<file path="src/hw/rtl/ssearch_pkg.sv">
package ssearch_pkg;

    // item kinds carried on s_tuser
    localparam logic [1:0] FUNC_PATTERN = 2'd0;
    localparam logic [1:0] FUNC_TEXT    = 2'd1;
    localparam logic [1:0] FUNC_END     = 2'd2;

    localparam logic [7:0] CHAR_UPPER_A = 8'h41;
    localparam logic [7:0] CHAR_UPPER_Z = 8'h5A;
    localparam logic [7:0] CHAR_LOWER_A = 8'h61;

    // per-cycle control broadcast to every cell
    typedef struct packed {
        logic pat_shift;
        logic txt_shift;
        logic clear;
        logic fold_en;
    } ssearch_ctl_t;

    function automatic logic [7:0] fold_byte(input logic [7:0] c, input logic ic);
        logic [7:0] r;
        r = c;
        if (ic && (c >= CHAR_UPPER_A) && (c <= CHAR_UPPER_Z))
        begin
            r = 8'(c - CHAR_UPPER_A + CHAR_LOWER_A);
        end
        return r;
    endfunction

endpackage

</file>
<file path="src/hw/rtl/ssearch_cell.sv">
// One window position: pattern byte, text byte, occupancy bits and a compare.
module ssearch_cell
    import ssearch_pkg::*;
(
    input  logic         clk,
    input  logic         rst_n,
    input  ssearch_ctl_t ctl,
    input  logic [7:0]   pat_in,
    input  logic [7:0]   text_in,
    input  logic         act_in,
    input  logic         tv_in,
    output logic [7:0]   pat_out,
    output logic [7:0]   text_out,
    output logic         act_out,
    output logic         tv_out,
    output logic         hit
);

    logic [7:0] pat_reg;
    logic [7:0] text_reg;
    logic       act_reg;   // cell holds a pattern byte
    logic       tv_reg;    // cell holds a text byte
    logic       hit_reg;
    logic       hit_next;

    // compare against the byte about to shift in
    always_comb
    begin
        hit_next = !act_reg ||
                   (tv_in && (fold_byte(text_in, ctl.fold_en) ==
                              fold_byte(pat_reg, ctl.fold_en)));
    end

    always_ff @(posedge clk or negedge rst_n)
    begin
        if (!rst_n)
        begin
            act_reg <= 1'b0;
            tv_reg  <= 1'b0;
        end
        else if (ctl.clear)
        begin
            act_reg <= 1'b0;
            tv_reg  <= 1'b0;
        end
        else
        begin
            if (ctl.pat_shift)
            begin
                act_reg <= act_in;
            end
            if (ctl.txt_shift)
            begin
                tv_reg <= tv_in;
            end
        end
    end

    always_ff @(posedge clk)
    begin
        if (ctl.pat_shift)
        begin
            pat_reg <= pat_in;
        end
        if (ctl.txt_shift)
        begin
            text_reg <= text_in;
            hit_reg  <= hit_next;
        end
    end

    assign pat_out  = pat_reg;
    assign text_out = text_reg;
    assign act_out  = act_reg;
    assign tv_out   = tv_reg;
    assign hit      = hit_reg;

endmodule

</file>
<file path="src/hw/rtl/substring_search_case_fold_core.sv">
// Channel   Dir  Word fields (low bit up)                     Notes
// s_*       in   tdata: char_byte[7:0]; tuser: func[1:0]      0 pattern, 1 text, 2 end
// m_*       out  tdata: found[0], pattern_too_long[1], 0[7:2] one word per end item
// cfg_*     in   cfg_data: fold_en[0]                         always ready
//
// One word per cycle sustained while results are taken. Pattern and text
// bytes shift through a row of PAT_MAX cells; each cell registers its compare,
// the hit bits are ANDed the cycle after and folded into a sticky match flag.
// An end word loads the result register directly; results show the next cycle.
// s_tready drops only while a result waits and m_tready is low.
// Reset (rst_n, async, low) clears the search state and the fold enable.
module substring_search_case_fold_core
    import ssearch_pkg::*;
#(
    parameter int PAT_MAX = 16
)
(
    input  logic       clk,
    input  logic       rst_n,
    // input stream
    input  logic       s_tvalid,
    output logic       s_tready,
    input  logic [7:0] s_tdata,   // [7:0] char_byte
    input  logic [1:0] s_tuser,   // [1:0] func
    // result stream
    output logic       m_tvalid,
    input  logic       m_tready,
    output logic [7:0] m_tdata,   // [0] found, [1] pattern_too_long, [7:2] zero
    // config write
    input  logic       cfg_valid,
    output logic       cfg_ready,
    input  logic [0:0] cfg_data   // [0] fold_en
);

    localparam int PLEN_W = $clog2(PAT_MAX + 1);

    logic              fold_en_reg;
    logic [PLEN_W-1:0] plen_reg;
    logic [PLEN_W-1:0] plen_next;
    logic              ovf_reg;
    logic              ovf_next;
    logic              match_reg;
    logic              match_next;
    logic              txt_p_reg;     // hit bits hold a fresh text compare
    logic              txt_p_next;
    logic              m_valid_reg;
    logic              m_valid_next;
    logic              found_reg;
    logic              too_long_reg;

    logic              acc;
    logic              pat_full;
    logic              all_hit;
    logic              cur_match;
    ssearch_ctl_t      ctl;

    logic [7:0]        pat_link  [PAT_MAX];
    logic [7:0]        text_link [PAT_MAX];
    logic              act_link  [PAT_MAX];
    logic              tv_link   [PAT_MAX];
    logic [PAT_MAX-1:0] hit_vec;

    assign s_tready  = !m_valid_reg || m_tready;
    assign cfg_ready = 1'b1;
    assign acc       = s_tvalid && s_tready;
    assign pat_full  = (plen_reg == PLEN_W'(PAT_MAX));

    always_comb
    begin
        ctl.pat_shift = acc && (s_tuser == FUNC_PATTERN) && !pat_full;
        ctl.txt_shift = acc && (s_tuser == FUNC_TEXT);
        ctl.clear     = acc && (s_tuser == FUNC_END);
        ctl.fold_en   = fold_en_reg;
    end

    // row of cells; the newest byte enters at cell 0
    for (genvar k = 0; k < PAT_MAX; k++)
    begin : g_cell
        if (k == 0)
        begin : g_head
            ssearch_cell u_cell (
                .clk      (clk),
                .rst_n    (rst_n),
                .ctl      (ctl),
                .pat_in   (s_tdata),
                .text_in  (s_tdata),
                .act_in   (1'b1),
                .tv_in    (1'b1),
                .pat_out  (pat_link[k]),
                .text_out (text_link[k]),
                .act_out  (act_link[k]),
                .tv_out   (tv_link[k]),
                .hit      (hit_vec[k])
            );
        end
        else
        begin : g_body
            ssearch_cell u_cell (
                .clk      (clk),
                .rst_n    (rst_n),
                .ctl      (ctl),
                .pat_in   (pat_link[k-1]),
                .text_in  (text_link[k-1]),
                .act_in   (act_link[k-1]),
                .tv_in    (tv_link[k-1]),
                .pat_out  (pat_link[k]),
                .text_out (text_link[k]),
                .act_out  (act_link[k]),
                .tv_out   (tv_link[k]),
                .hit      (hit_vec[k])
            );
        end
    end

    assign all_hit   = &hit_vec;
    assign cur_match = match_reg || (txt_p_reg && all_hit);

    always_comb
    begin
        plen_next    = plen_reg;
        ovf_next     = ovf_reg;
        match_next   = cur_match;
        txt_p_next   = ctl.txt_shift && (plen_reg != '0);
        m_valid_next = m_valid_reg;
        if (m_valid_reg && m_tready)
        begin
            m_valid_next = 1'b0;
        end
        if (acc && (s_tuser == FUNC_PATTERN))
        begin
            if (pat_full)
            begin
                ovf_next = 1'b1;
            end
            else
            begin
                plen_next = plen_reg + 1'b1;
            end
        end
        if (ctl.clear)
        begin
            plen_next    = '0;
            ovf_next     = 1'b0;
            match_next   = 1'b0;
            m_valid_next = 1'b1;
        end
    end

    always_ff @(posedge clk or negedge rst_n)
    begin
        if (!rst_n)
        begin
            fold_en_reg <= 1'b0;
            plen_reg    <= '0;
            ovf_reg     <= 1'b0;
            match_reg   <= 1'b0;
            txt_p_reg   <= 1'b0;
            m_valid_reg <= 1'b0;
        end
        else
        begin
            if (cfg_valid && cfg_ready)
            begin
                fold_en_reg <= cfg_data[0];
            end
            plen_reg    <= plen_next;
            ovf_reg     <= ovf_next;
            match_reg   <= match_next;
            txt_p_reg   <= txt_p_next;
            m_valid_reg <= m_valid_next;
        end
    end

    // result word, loaded on the end item
    always_ff @(posedge clk)
    begin
        if (ctl.clear)
        begin
            found_reg    <= cur_match || (plen_reg == '0);
            too_long_reg <= ovf_reg;
        end
    end

    assign m_tvalid = m_valid_reg;
    assign m_tdata  = {6'b0, too_long_reg, found_reg};

endmodule

</file>
<file path="config.mk">
export PLATFORM = sky130hd
export DESIGN_NAME = substring_search_case_fold_core
export DESIGN_NICKNAME = d
export VERILOG_FILES = /design/src/hw/rtl/ssearch_pkg.sv /design/src/hw/rtl/ssearch_cell.sv /design/src/hw/rtl/substring_search_case_fold_core.sv
export SDC_FILE = /design/constraint.sdc
export NUM_CORES = 1
export LEC_CHECK = 0
export BUFFER_PORTS_ARGS = -buffer_cell sky130_fd_sc_hd__buf_2
export CORE_MARGIN = 2
export CORE_UTILIZATION = 55
export CTS_BUF_LIST = sky130_fd_sc_hd__clkbuf_4
export CTS_CLUSTER_SIZE = 25
export DETAILED_ROUTE_END_ITERATION = 12
export PLACE_DENSITY = 0.68
export REMOVE_ABC_BUFFERS = 1
export SLEW_MARGIN = 20
export SYNTH_ARGS = -nofsm -noshare
export SYNTH_HDL_FRONTEND = slang
export SYNTH_SLANG_ARGS = --single-unit
</file>
<file path="constraint.sdc">
create_clock -name clk -period 8.2 [get_ports clk]
set_clock_uncertainty 0.15 [all_clocks]
set_input_delay 0.41 -clock clk [delete_from_list [all_inputs] [get_ports clk]]
set_output_delay 0.41 -clock clk [all_outputs]
set_load 0.05 [all_outputs]
</file>
==> flow_summary.ini <==
[yosys]
synth_top_area_frac = 0.5515
synth_cell_types = 70
synthCells = 1064
synthMuxAreaShare = 0.01261
yosys_warnings = 0
yosys.area_share.xor_xnor = 0.1066
synth_common_cells = edfxtp_1 (266), xor2_1 (103), nand2_1 (90), o21ai_0 (55), xnor2_1 (49)
synth.most_common_cell = edfxtp_1
synthTopCellsByArea = edfxtp_1 (55%), dfrtp_1 (7.1%), xor2_1 (6.2%)
synth_edf_count = 266
synth_simple_gate_area_share = 0.1182
yosysTopAreaCell = edfxtp_1
yosys_most_used_dff = edfxtp_1
ys_seq_area_frac = 0.6224
syn_area_um2 = 14480
avgSynthCellArea_um2 = 13.61
synthAdderAreaFrac = 0.02937
synth_top_family_by_area = simple AND/OR/NAND/NOR gates
synth_compound_area_frac = 0.09555
synthArstFlopShare = 0.1336
ys_ff_latch = 307

[timing]
finalHoldViolCount = 0
post-route-min-period_ps = 3335
worstMarginPinSlew_ps = 1048
max_freq_mhz = 299.9
period_share = 0.4067
rsz0062_at_grt = false
setup_slack_ps = 4865
slew_viol_final = 0
finalSetupViolCount = 0
maxSlewHeadroom = 0.3013

[cts]
cts_tree = yes
cts_root_buffer = clkbuf_4
cts_buffers = 81
h-tree-depth = 3
clk_path_buf_depth = 3
postCtsSetupBuffers = 0
clkTransAtPathRegs_ps = 60
insertion_delay_ps = 700
cts.sinks = 307

[layout]
synthToLayoutAreaGrowth_pct = 11.35
utilization = 0.6206
regArea_um2 = 9014
largest_reg_flops = 120
multiInputGateArea_um2 = 5285
fillers = 2049
fin_area_um2 = 16130
final_layout_size_suffix_gt1_frac = 0.1517
final_nets = 1220
fin_cells = 1569

[run_status]
status = finished clean

[power]
seqPwrFrac = 0.547
comb_power_share = 0.054
ir_drop_v = 0.0001320
p_switching_uw = 768.2
p_int_uw = 2523
clockPowerShare = 0.399
power_density_nw_per_um2 = 204.1
switching_share = 0.2334
p_leak_uw = 0.005818

[placed_design]
io_buffers = 19
gp_congestion = 0.8097
dp_slack_ps = 4804
place_area_um2 = 14930
placed_cells = 1407
dpl.hpwl_um = 18720

[worst_hold_path]
hp-class = in2reg

[global_route]
overflow = 0
antenna_found_initial = 1
grt_pass1_vias = 8928
grt_first_pass_wirelength_um = 45600
grt_max_degree = 88
grt_usage = 0.2049

[setup_path]
cp-start-kind = flip-flop
cpMostUsedCell = buf_4
critical-path-slowest-cell = buf_4
path_class = reg2reg
crit_chain = nor2b_1, or3_1, nor3_2, buf_4, buf_4, nor2_1, a21o_1, a22o_1
critical_path_required_ps = 8600
critPathCaptureType = flip-flop
worst_ep_arrival_time_ps = 3740
slowest_delay_ps = 790
cp_max_fo = 76

[routing]
wire_per_inst_um = 17.78
drt_iter0_markers = 578
drtPass1Iterations = 5
via_count = 8925
drc_errors = 0
ant_nets = 0
avgViaCountPerCell = 5.688
wl_um = 27890

[floorplanning]
die_area_um2 = 27650
die_y_um = 166.3
io_pins = 27
coreArea_um2 = 25980
num_rows = 59
start_util = 0.5573
die_w_um = 166.3

[job]
max_cap_viol_count = 0
==> cells by family after synthesis <==
group,Yosys count
compound gates,188
other cells,2
xor+xnor,162
simple gates,313
fa+ha+maj,34
buf+inv,40
mux,18
flops,307
==> power groups by stage <==
stage | clock [µW] | combinational, µW | sequential (µW)
after floorplan | 0 | 127 | 1830
after global placement | 0 | 168 | 1830
after detailed placement | 0 | 173 | 1830
after CTS | 1360 | 180 | 1800
after global routing | 1440 | 200 | 1800
final | 1310 | 179 | 1800
==> metrics by stage <==
stage / power, µW / hold slack, ps / TNS [ps]
global placement: 1999 / 306.5 / 0
CTS: 3335 / 142.2 / 0
floorplan: 1961 / -35.59 / -2119580
detailed placement: 2004 / 298.7 / 0
finish: 3292 / 211.8 / 0
global route: 3444 / 222.1 / 0
==> path summary, 6_finish.rpt <==
| check | startpoint | to | slack (ps) | cells past startpoint |
|---|---|---|---|---|
| max | m_tvalid | plen_reg[3] | 4870 | 8 |
| min | s_tvalid | ovf_reg | 210 | 6 |
| max reg2reg | m_tvalid | plen_reg[3] | 4870 | 8 |
| min reg2reg | ovf_reg | too_long_reg | 320 | 0 |
| max in group asynchronous | rst_n | plen_reg[1] | 7050 | 2 |
| min in group asynchronous | rst_n | g_cell[15].g_body.u_cell.act_out | 260 | 2 |
==> cell usage in the layout (no fill, tap or decap), types with 6 or more instances in the layout <==
cell / n
a311oi_1: 10
xnor3_1: 8
buf_2: 19
and4bb_2: 9
nor3_1: 18
conb_1: 7
nand2_1: 90
dlygate4sd3_1: 15
nand4_1: 10
a21o_1: 31
and2_1: 9
nor4_1: 18
clkinv_1: 16
edfxtp_1: 266
dfrtp_1: 41
inv_1: 17
o21ai_0: 55
nand3_1: 44
o41ai_1: 6
xor2_1: 103
o31ai_1: 20
o311ai_1: 7
nor4bb_1: 11
or3_1: 22
nor2_1: 42
clkbuf_4: 120
a21oi_1: 15
mux2i_1: 16
xnor2_1: 49
nand2b_1: 9
buf_4: 7
nor4b_1: 8
ha_1: 34
==> layout make-up <==
| type | count | area share |
|---|---|---|
| antenna | 1 | 0.0001552 |
| tap | 335 | 0.02599 |
| clock buffer | 120 | 0.05586 |
| inverter | 17 | 0.003957 |
| clock inverter | 26 | 0.008922 |
| multi-input combinational | 722 | 0.3277 |
| sequential | 307 | 0.5589 |
| timing repair buffer | 41 | 0.01847 |
==> critical path: cells and delay by family (launching register included) <==
| family | cells | cell delay (ps) |
|---|---|---|
| AO/OA/AOI/OAI | 2 | 410 |
| buffers and inverters | 2 | 1310 |
| flip-flops | 1 | 370 |
| AND/OR/NAND/NOR | 4 | 950 |
==> layer usage <==
metal,share of wire,vias up,track usage
li1,-,4328,-
met1,0.45,4353,0.2766
met2,0.48,190,0.3318
met3,0.043,54,0.03861
met4,0.022,0,0.08171
met5,0,-,0
==> what timing repair did <==
item / CTS / global route
endpoints found under the hold margin: 61 / 0
hold buffers: 15 / 0
gates resized for setup: 0 / 0
Note: power is estimated with default switching activity, not from simulation.
